### src/fctmr_pkg.sv
// Package of the four-channel cascade timer: widths, codes, item types.
// No dependencies; used by the channel, the top level and the checker.
package fctmr_pkg;

    localparam int CHANNELS_DEF = 4;
    localparam int COUNT_W      = 16;
    localparam int PRESCALE_W   = 11;
    localparam int TICKS_W      = PRESCALE_W + 1;
    localparam int SHIFT_W      = 4;
    localparam int READBACKS    = 4;

    localparam logic KIND_CONTROL = 1'b0;
    localparam logic KIND_TICK    = 1'b1;

    typedef logic [COUNT_W-1:0]    t_count;
    typedef logic [PRESCALE_W-1:0] t_prescale;

    typedef struct packed {
        logic       kind;
        logic [1:0] channel;
        t_count     reload_value;
        logic       start_bit;
        logic       count_up_bit;
        logic [1:0] prescale_select;
        logic       irq_enable_bit;
    } t_in_item;

    typedef struct packed {
        t_count readback_zero;
        t_count readback_one;
        t_count readback_two;
        t_count readback_three;
    } t_out_item;

    // Control group handed from the top level to one channel.
    typedef struct packed {
        logic       hit;
        t_count     reload;
        logic       start;
        logic       count_up;
        logic [1:0] prescale_sel;
        logic       irq_en;
    } t_chan_ctrl;

    // Prescaler select to shift: divide by 1, 64, 256 or 1024.
    function automatic logic [SHIFT_W-1:0] divider_shift(input logic [1:0] sel);
        logic [SHIFT_W-1:0] sh;
        case (sel)
            2'd0:    sh = SHIFT_W'(0);
            2'd1:    sh = SHIFT_W'(6);
            2'd2:    sh = SHIFT_W'(8);
            2'd3:    sh = SHIFT_W'(10);
            default: sh = SHIFT_W'(0);
        endcase
        return sh;
    endfunction

endpackage

### src/fctmr_channel.sv
// One timer channel: its state registers and the next-state logic for a
// control or tick transfer. Depends on fctmr_pkg.
module fctmr_channel (
    input  logic                  i_clk,
    input  logic                  i_rst_n,
    input  logic                  i_tick,
    input  fctmr_pkg::t_chan_ctrl i_ctrl,
    input  logic                  i_carry,
    output logic                  o_carry,
    output fctmr_pkg::t_count     o_pub_next
);

    logic                              r_running, n_running;
    fctmr_pkg::t_count                 r_count, n_count;
    fctmr_pkg::t_prescale              r_pre, n_pre;
    logic                              r_cascade, n_cascade;
    logic [1:0]                        r_div, n_div;
    logic                              r_irq, n_irq;
    fctmr_pkg::t_count                 r_pub, n_pub;

    logic [fctmr_pkg::TICKS_W-1:0]     w_ticks;
    logic [fctmr_pkg::TICKS_W-1:0]     w_inc;
    logic [fctmr_pkg::TICKS_W-1:0]     w_mask;
    logic [fctmr_pkg::SHIFT_W-1:0]     w_shift;
    logic [fctmr_pkg::COUNT_W:0]       w_sum;

    assign w_shift = fctmr_pkg::divider_shift(r_div);
    assign w_ticks = {1'b0, r_pre} + fctmr_pkg::TICKS_W'(1);
    assign w_inc   = w_ticks >> w_shift;
    assign w_mask  = ~({fctmr_pkg::TICKS_W{1'b1}} << w_shift);
    assign w_sum   = {1'b0, r_count} + (fctmr_pkg::COUNT_W + 1)'(w_inc);

    always_comb begin
        n_running = r_running;
        n_count   = r_count;
        n_pre     = r_pre;
        n_cascade = r_cascade;
        n_div     = r_div;
        n_irq     = r_irq;
        n_pub     = r_pub;
        o_carry   = 1'b0;
        if (i_ctrl.hit) begin
            if (i_ctrl.start) begin
                // A start on a channel that already runs leaves it untouched.
                if (!r_running) begin
                    n_count   = i_ctrl.reload;
                    n_pre     = '0;
                    n_cascade = i_ctrl.count_up;
                    if (!i_ctrl.count_up) begin
                        n_div = i_ctrl.prescale_sel;
                    end
                    n_irq = i_ctrl.irq_en;
                end
                n_running = 1'b1;
            end else begin
                n_running = 1'b0;
            end
        end else if (i_tick && r_running) begin
            if (!r_cascade) begin
                n_count = w_sum[fctmr_pkg::COUNT_W-1:0];
                n_pre   = fctmr_pkg::PRESCALE_W'(w_ticks & w_mask);
                n_pub   = w_sum[fctmr_pkg::COUNT_W-1:0];
                o_carry = w_sum[fctmr_pkg::COUNT_W];
            end else if (i_carry) begin
                // Count-up increment: neither published nor passed on.
                n_count = r_count + fctmr_pkg::COUNT_W'(1);
            end
        end
    end

    always_ff @(posedge i_clk) begin
        if (!i_rst_n) begin
            r_running <= 1'b0;
            r_count   <= '0;
            r_pre     <= '0;
            r_cascade <= 1'b0;
            r_div     <= '0;
            r_irq     <= 1'b0;
            r_pub     <= '0;
        end else begin
            r_running <= n_running;
            r_count   <= n_count;
            r_pre     <= n_pre;
            r_cascade <= n_cascade;
            r_div     <= n_div;
            r_irq     <= n_irq;
            r_pub     <= n_pub;
        end
    end

    assign o_pub_next = n_pub;

endmodule

### config.mk
export PLATFORM = sky130hd
export DESIGN_NAME = fctmr_channel
export DESIGN_NICKNAME = d
export VERILOG_FILES = /design/src/fctmr_pkg.sv /design/src/fctmr_channel.sv
export SDC_FILE = /design/constraint.sdc
export NUM_CORES = 1
export LEC_CHECK = 0
export BUFFER_PORTS_ARGS = -buffer_cell sky130_fd_sc_hd__buf_2
export CAP_MARGIN = 0
export CORE_ASPECT_RATIO = 0.75
export CORE_UTILIZATION = 55
export DETAILED_ROUTE_END_ITERATION = 10
export GPL_TIMING_DRIVEN = 0
export PLACE_DENSITY = 0.84
export SYNTH_ARGS = -nofsm -noshare
export SYNTH_HDL_FRONTEND = slang
export SYNTH_SLANG_ARGS = --single-unit
### constraint.sdc
create_clock -name i_clk -period 6.39 [get_ports i_clk]
set_input_delay 1.278 -clock i_clk [delete_from_list [all_inputs] [get_ports i_clk]]
set_output_delay 1.278 -clock i_clk [all_outputs]
set_load 0.005 [all_outputs]
==> out/summary.log, run 1 <==
[outcome] run status completed
[sta] Final Hold Viols 0
[cts] maximum clock insertion buffer count 2
[pwr] leakage component of the power 0.00152 µW
[hold_path] Worst Min Path Start r_pub[0]
[cts] clock input transition at the sequential cells of the worst setup and hold paths 0.10 ns
[synthesis] Avg Synthesized Cell Area 7.45 µm²
[sta] Min Clock Period, post-route 5.94 ns
[setup_path] Crit Reg-Reg Startpoint r_pre[0]
[floorplan] row cnt 24
[cts] PostCTS Resize Cnt 0
[route] number of vias in the routed layout 3780
[placed_design] Placer Congestion 0.971
[sta] slew at the pin closest to its max-slew limit 0.693 ns
[sta] headroom to the max-slew limit 0.538
[route] wire length on met1 4800 µm
[finish] fraction of layout instances using a drive strength above 1 0.127
[synthesis] summed instance area of the synthesized netlist 3450 µm²
[route] Residual DRC 0
[global_route] GRT Residual Overflow 0
[hold_path] Hold EP r_pub[0]
[setup_path] worst stage delay on the critical path 0.49 ns
[cts] total clock sinks 47
[route] Iteration-0 DRC Markers 430
[setup_path] r2r setup slk 2.02 ns
[floorplan] initial cell density of the core 0.583
[synthesis] Synth Area in Simple Gates 0.271
[setup_path] kind of cell adding the most delay to the critical path simple AND/OR/NAND/NOR gates
[setup_path] number of cells on the worst reg-to-reg path 14
[pwr] relative contribution of the clock network to total power 0.343
[floorplan] core footprint 5920 µm²
[finish] Final nets 550
[synthesis] cell with the most instances after synthesis sky130_fd_sc_hd__nand2_1
[cts] TritonCTS clock tree yes
[route] per-cell via count in the routed design 6.43
[setup_path] Worst Setup Start Kind flip-flop
[setup_path] worst path cell trace ha_1 -> and3_1 -> nand3_1 -> nor3_1 -> xor2_1 -> mux4_2 -> ha_1 -> fa_1 -> a21o_2 -> a221oi_1 -> o211ai_1 -> nand4_1 -> xor2_1 -> a21oi_1 -> buf_2
[cts] hold-fix buffer count after cts 0
[synthesis] post-synthesis cell type with the largest combined area sky130_fd_sc_hd__dfxtp_1
[sta] post-layout worst setup margin 0.448 ns
[synthesis] cells after synthesis 463
[finish] signed area change from the synthesized netlist to the final layout 11.8%
[synthesis] count of cell types in the netlist 63
[global_route] total global-route track usage 0.333
[cts] master cell of the clock root buffer sky130_fd_sc_hd__clkbuf_8
[finish] diodes inserted 0
[pwr] VDD IR max 0.0000897 V
[floorplan] number of top-level design ports 43
[finish] filler cell count 537
[synthesis] multiplexer fraction of the synthesized cell area 0.0214
[setup_path] element type at the critical path end output pin
[sta] upper clock frequency limit 0.168 GHz
[setup_path] critical register-to-register path endpoint r_pub[14]
[route] highest metal layer with signal wires met4
[sta] number of failing setup endpoints in the final timing report 0
[pwr] switching power total 201 µW
[sta] total negative setup slack 0 ns
[route] final routed wirelength across all metal layers 10700 µm
[synthesis] Syn. warnings 0
[cts] number of H-tree levels 2
[pwr] share of power burned in registers 0.478
[hold_path] Hold Crit Class reg2reg
[pwr] total power 664 µW
[sta] final count of pins violating max slew 0
[synthesis] main area contributors after synthesis sky130_fd_sc_hd__dfxtp_1 27%, sky130_fd_sc_hd__nand2_1 7.0%, sky130_fd_sc_hd__a21oi_1 6.2%, sky130_fd_sc_hd__ha_1 5.1%, sky130_fd_sc_hd__xnor2_1 4.8%
[hold_path] Cells on Worst Hold Path 2
[setup_path] kind of critical path reg2out
[synthesis] top post-synthesis cells by count 64 x sky130_fd_sc_hd__nand2_1, 47 x sky130_fd_sc_hd__dfxtp_1, 43 x sky130_fd_sc_hd__a21oi_1, 38 x sky130_fd_sc_hd__nor2_1, 24 x sky130_fd_sc_hd__clkbuf_1
[global_route] antenna violations before repair 0
[flow_run] count of max-cap constraint violations 0
[placed_design] post-place instance area 3740 µm²
[setup_path] maximum net fanout on the critical path 5
[finish] FF/Latch Area 941 µm²
[finish] footprint of the multi-input gates 2360 µm²
[setup_path] arrival time worst endpoint 4.66 ns
[global_route] number of global-route vias before repair 3346
[floorplan] die footprint 6600 µm²
[synthesis] Compound-Gate Fraction of Synth Area 0.251
[placed_design] HPWL Detailed 7980 µm
[synthesis] synthesized-area fraction occupied by adder cells 0.0566
[floorplan] die height 70.6 µm
[cts] postcts setup bufs 0
[pwr] switching fraction of total power 0.303
[sta] worst-case clock skew 0.0118 ns
[synthesis] ys async rst share 0
[pwr] combinational share of power 0.180
[placed_design] total of buffers placed on input and output ports 39
[sta] setup repair after global routing missed its margin false
[synthesis] fraction of synthesized cell area in xor and xnor cells 0.0838
[global_route] global-route wire length before repair 16900 µm
[setup_path] Critical path buffers and inverters 1
[synthesis] number of flops mapped to enable cells by yosys 0
[global_route] maximum number of pins on one net before global-route repair 16
[setup_path] worst endpoint required time 5.11 ns
[finish] final standard cell area without fillers 3850 µm²
[synthesis] post-synthesis register bit count 47
[route] detailed route wirelength on metal2 4190 µm
[synthesis] fraction of post-synthesis cell area in the top cell type by area 0.273
[placed_design] setup slack at placement 0.882 ns
[synthesis] share of synthesized area occupied by flip-flops and latches 0.273
[route] routed len/inst 18.2 µm
[pwr] internal power consumption 463 µW
[synthesis] combinational family with the most area after synthesis simple AND/OR/NAND/NOR gates
[cts] insertion delay to the later sink of the worst-skew pair 0.31 ns
[route] met3 routed wirelength 1440 µm
[synthesis] most frequently used flop master after synthesis sky130_fd_sc_hd__dfxtp_1
[pwr] P per Cell Area 172 nW/µm²
[setup_path] slowest cell on the critical path sky130_fd_sc_hd__mux4_2
[cts] number of buffers created by CTS 5
[sta] portion of the clock cycle consumed by the worst path in the final layout 0.930
[floorplan] Die Span X 93.4 µm
[route] antenna-violating nets left 0
[route] first-pass iteration count of the detailed router 6
[synthesis] Post-Syn Nets 504
[worst reg2reg max path, cell delays in order (launching register included)]
cell and delay, ns:
sky130_fd_sc_hd__dfxtp_1 0.41, sky130_fd_sc_hd__ha_1 0.24, sky130_fd_sc_hd__and3_1 0.20, sky130_fd_sc_hd__nand3_1 0.19
sky130_fd_sc_hd__nor3_1 0.39, sky130_fd_sc_hd__xor2_1 0.15, sky130_fd_sc_hd__mux4_2 0.49, sky130_fd_sc_hd__ha_1 0.24
sky130_fd_sc_hd__fa_1 0.43, sky130_fd_sc_hd__a21o_2 0.22, sky130_fd_sc_hd__a221oi_1 0.47, sky130_fd_sc_hd__o211ai_1 0.18
sky130_fd_sc_hd__nand4_1 0.26, sky130_fd_sc_hd__xor2_1 0.14, sky130_fd_sc_hd__a211oi_1 0.27
[kinds of logic (layout without fill, tap and decap cells)]
kind of cell,after synthesis,after routing
buffers and inverters,36,83
flip-flops,47,47
adder cells (fa/ha/maj),15,15
AND/OR/NAND/NOR,192,192
multiplexers,6,6
XOR/XNOR,33,33
AO/OA/AOI/OAI,134,134
[cells in the final DEF (no fill, tap or decap), types with 4 or more instances in the layout]
master,n
sky130_fd_sc_hd__nand4_1,13
sky130_fd_sc_hd__o211ai_1,10
sky130_fd_sc_hd__mux2i_1,4
sky130_fd_sc_hd__o21ai_1,15
sky130_fd_sc_hd__nor3_1,6
sky130_fd_sc_hd__dfxtp_1,47
sky130_fd_sc_hd__nand2_1,64
sky130_fd_sc_hd__ha_1,14
sky130_fd_sc_hd__o21ai_0,17
sky130_fd_sc_hd__clkbuf_1,24
sky130_fd_sc_hd__o21a_1,4
sky130_fd_sc_hd__xor2_1,14
sky130_fd_sc_hd__a211oi_1,5
sky130_fd_sc_hd__o22ai_1,7
sky130_fd_sc_hd__and2_1,11
sky130_fd_sc_hd__inv_1,4
sky130_fd_sc_hd__nand2b_1,5
sky130_fd_sc_hd__and3_1,11
sky130_fd_sc_hd__a31oi_1,4
sky130_fd_sc_hd__nand3_1,19
sky130_fd_sc_hd__xnor2_1,19
sky130_fd_sc_hd__or3_1,4
sky130_fd_sc_hd__buf_2,44
sky130_fd_sc_hd__a21oi_1,43
sky130_fd_sc_hd__clkbuf_8,5
sky130_fd_sc_hd__nor2_1,38
[registers in the layout (all words and copies together) (netlist names)]
signal,cells
r_cascade,1
r_count,16
r_div,2
r_pre,11
r_pub,16
r_running,1
[power groups by stage]
stage / clock network (µW) / registers (µW) / logic [µW]
2_1_floorplan: 0 / 319 / 78.8
3_3_place_gp: 0 / 323 / 111
3_5_place_dp: 0 / 323 / 114
4_1_cts: 228 / 316 / 115
5_1_grt: 237 / 318 / 129
6_report: 228 / 317 / 119
[through the flow]
stage	utilization	cells	hold WS, ns
after global placement	0.633	580	0.447
after CTS	0.652	588	0.474
final	0.652	588	0.473
after detailed placement	0.633	580	0.460
after floorplan	-	463	0.438
after global routing	0.652	588	0.501
[cell type report]
type                       instances  share of cell area
clock inverter                     3              0.0114
multi-input combinational        380               0.612
sequential                        47               0.244
clock buffer                       5              0.0179
inverter                           5             0.00487
buffer                            31              0.0338
timing repair buffer              39              0.0506
tap                               78              0.0253
[how the worst max path moves through the flow]
stage,start,endpoint,slack (ns),cells after the start
global route,r_pre[0],o_pub_next[14],0.22,15
floorplan,r_pre[0],o_pub_next[14],1.50,14
detailed placement,r_pre[0],o_pub_next[14],0.88,15
global placement,r_pre[0],o_pub_next[14],0.93,15
finish,r_pre[0],o_pub_next[14],0.45,15
CTS,r_pre[0],o_pub_next[14],0.52,15
[layer usage]
metal / global-route usage / vias to the layer above
li1: - / 1774
met1: 0.489 / 1699
met2: 0.477 / 269
met3: 0.0935 / 38
met4: 0.0906 / 0
met5: 0 / -
No activity file was read; power rests on OpenSTA's default activity.
==> run 2, diff against run 1 <==
--- a/config.mk
+++ b/config.mk
@@ -9,6 +9,7 @@
 export CAP_MARGIN = 0
 export CORE_ASPECT_RATIO = 0.75
 export CORE_UTILIZATION = 55
+export CTS_CLUSTER_SIZE = 10
 export DETAILED_ROUTE_END_ITERATION = 10
 export GPL_TIMING_DRIVEN = 0
 export PLACE_DENSITY = 0.84
==> constraint.sdc (replaced) <==
create_clock -name i_clk -period 6.1 [get_ports i_clk]
set_input_delay 1.22 -clock i_clk [delete_from_list [all_inputs] [get_ports i_clk]]
set_output_delay 1.22 -clock i_clk [all_outputs]
set_load 0.005 [all_outputs]
==> out/summary.log, run 2 (synthesis results as in run 1) <==
[outcome] run status completed
[route] antenna-violating nets left 0
[floorplan] Die Span X 93.4 µm
[cts] number of H-tree levels 2
[cts] number of buffers created by CTS 5
[global_route] global-route wire length before repair 16900 µm
[flow_run] count of max-cap constraint violations 0
[global_route] antenna violations before repair 0
[setup_path] element type at the critical path end output pin
[setup_path] maximum net fanout on the critical path 5
[sta] number of failing setup endpoints in the final timing report 0
[route] first-pass iteration count of the detailed router 6
[route] final routed wirelength across all metal layers 10600 µm
[pwr] leakage component of the power 0.00152 µW
[finish] signed area change from the synthesized netlist to the final layout 11.9%
[placed_design] Placer Congestion 0.971
[global_route] maximum number of pins on one net before global-route repair 16
[route] per-cell via count in the routed design 6.40
[setup_path] kind of cell adding the most delay to the critical path simple AND/OR/NAND/NOR gates
[global_route] GRT Residual Overflow 0
[setup_path] Worst Setup Start Kind flip-flop
[floorplan] core footprint 5920 µm²
[sta] worst-case clock skew 0.0115 ns
[setup_path] worst stage delay on the critical path 0.49 ns
[global_route] met1 layer usage reported by global route 0.489
[setup_path] Critical path buffers and inverters 1
[floorplan] die height 70.6 µm
[setup_path] slowest cell on the critical path sky130_fd_sc_hd__mux4_2
[setup_path] critical register-to-register path endpoint r_pub[14]
[finish] fraction of layout instances using a drive strength above 1 0.129
[global_route] GR Util met3 0.0935
[global_route] total global-route track usage 0.333
[sta] total negative setup slack 0 ns
[global_route] met2 track demand over resource 0.477
[cts] clock input transition at the sequential cells of the worst setup and hold paths 0.10 ns
[hold_path] Hold EP r_pub[0]
[sta] upper clock frequency limit 0.175 GHz
[setup_path] worst path cell trace ha_1 -> and3_1 -> nand3_1 -> nor3_1 -> xor2_1 -> mux4_2 -> ha_1 -> fa_1 -> a21o_2 -> a221oi_2 -> o211ai_1 -> nand4_1 -> xor2_1 -> a21oi_1 -> buf_2
[route] number of vias in the routed layout 3764
[sta] slew at the pin closest to its max-slew limit 0.704 ns
[finish] FF/Latch Area 941 µm²
[cts] total clock sinks 47
[sta] Min Clock Period, post-route 5.71 ns
[global_route] number of global-route vias before repair 3346
[pwr] VDD IR max 0.0000940 V
[setup_path] Crit Reg-Reg Startpoint r_pre[0]
[placed_design] HPWL Detailed 7980 µm
[floorplan] die footprint 6600 µm²
[floorplan] initial cell density of the core 0.583
[route] Iteration-0 DRC Markers 445
[sta] setup repair after global routing missed its margin false
[setup_path] arrival time worst endpoint 4.49 ns
[cts] master cell of the clock root buffer sky130_fd_sc_hd__clkbuf_8
[setup_path] r2r setup slk 1.90 ns
[cts] insertion delay to the later sink of the worst-skew pair 0.31 ns
[sta] Final Hold Viols 0
[global_route] global-route layer with the greatest usage met1
[setup_path] worst endpoint required time 4.88 ns
[sta] portion of the clock cycle consumed by the worst path in the final layout 0.937
[setup_path] kind of critical path reg2out
[floorplan] number of top-level design ports 43
[cts] maximum clock insertion buffer count 2
[cts] TritonCTS clock tree yes
[finish] largest registers r_count (16), r_pub (16), r_pre (11)
[hold_path] Cells on Worst Hold Path 2
[pwr] P per Cell Area 180 nW/µm²
[cts] postcts setup bufs 0
[route] Residual DRC 0
[sta] headroom to the max-slew limit 0.530
[finish] diodes inserted 0
[hold_path] Hold Crit Class reg2reg
[route] routed len/inst 18.1 µm
[finish] Final nets 550
[finish] most common cell after layout, fill and taps aside sky130_fd_sc_hd__nand2_1
[finish] footprint of the multi-input gates 2370 µm²
[placed_design] total of buffers placed on input and output ports 39
[sta] final count of pins violating max slew 0
[pwr] total power 694 µW
[hold_path] Worst Min Path Start r_pub[0]
[floorplan] row cnt 24
[setup_path] number of cells on the worst reg-to-reg path 14
[finish] most used cells in the layout excluding fill and tap cells 64 x sky130_fd_sc_hd__nand2_1, 47 x sky130_fd_sc_hd__dfxtp_1, 44 x sky130_fd_sc_hd__buf_2, 43 x sky130_fd_sc_hd__a21oi_1, 38 x sky130_fd_sc_hd__nor2_1
[finish] filler cell count 537
run 2: cell counts in the layout (fill, tap and decap cells not counted):
Identical to the previous run, type by type.
run 2: power breakdown:
group / total (µW) / switching [µW] / internal (µW)
logic: 126 / 80.4 / 45.1
clock network: 237 / 114 / 122
registers: 332 / 14.6 / 318
run 2: per-layer routing:
metal | share of wire | vias up | wire length [µm]
met5 | 0 | - | 0
met4 | 0.021 | 0 | 228
met3 | 0.14 | 38 | 1480
met2 | 0.39 | 268 | 4190
met1 | 0.45 | 1679 | 4740
li1 | - | 1779 | -
run 2: what timing repair did:
| item | 4_1_cts | 5_1_grt |
|---|---|---|
| setup endpoints to repair | 0 | 1 |
| resized for setup | 0 | 1 |
| endpoints found under the hold margin | 0 | 0 |
| hold buffers | 0 | 0 |
run 2: area by class of cell:
| cell class | count | area share |
|---|---|---|
| well taps | 78 | 0.0253 |
| plain buffers | 31 | 0.0337 |
| multi-input cells | 380 | 0.613 |
| repair buffers | 39 | 0.0506 |
| clock buffers | 5 | 0.0178 |
| clock inverters | 3 | 0.0113 |
| flip-flops and latches | 47 | 0.244 |
| inverters | 5 | 0.00486 |
run 2: worst max path at each step:
stage	startpoint	endpoint	slack (ns)	cells past startpoint
final	r_pre[0]	o_pub_next[14]	0.39	15
after global routing	r_pre[0]	o_pub_next[14]	0.16	15
after CTS	r_pre[0]	o_pub_next[14]	0.29	15
after detailed placement	r_pre[0]	o_pub_next[14]	0.65	15
after global placement	r_pre[0]	o_pub_next[14]	0.70	15
after floorplan	r_pre[0]	o_pub_next[14]	1.27	14
run 2: worst min-delay path: cells and delay by family (launching register included):
| family | cells | cell delay (ns) |
|---|---|---|
| AOI/OAI and AO/OA | 1 | 0.06 |
| and+or+nand+nor | 1 | 0.06 |
| DFF | 1 | 0.30 |
run 2: stage by stage:
step | setup WS (ns) | std cells | utilization | hold WS [ns] | cell area (µm²)
2_1_floorplan | 1.27 | 463 | - | 0.438 | 3450
3_3_place_gp | 0.700 | 580 | 0.633 | 0.447 | 3740
3_5_place_dp | 0.650 | 580 | 0.633 | 0.460 | 3740
4_1_cts | 0.287 | 588 | 0.652 | 0.474 | 3850
5_1_grt | 0.155 | 588 | 0.653 | 0.501 | 3860
6_report | 0.386 | 588 | 0.653 | 0.473 | 3860
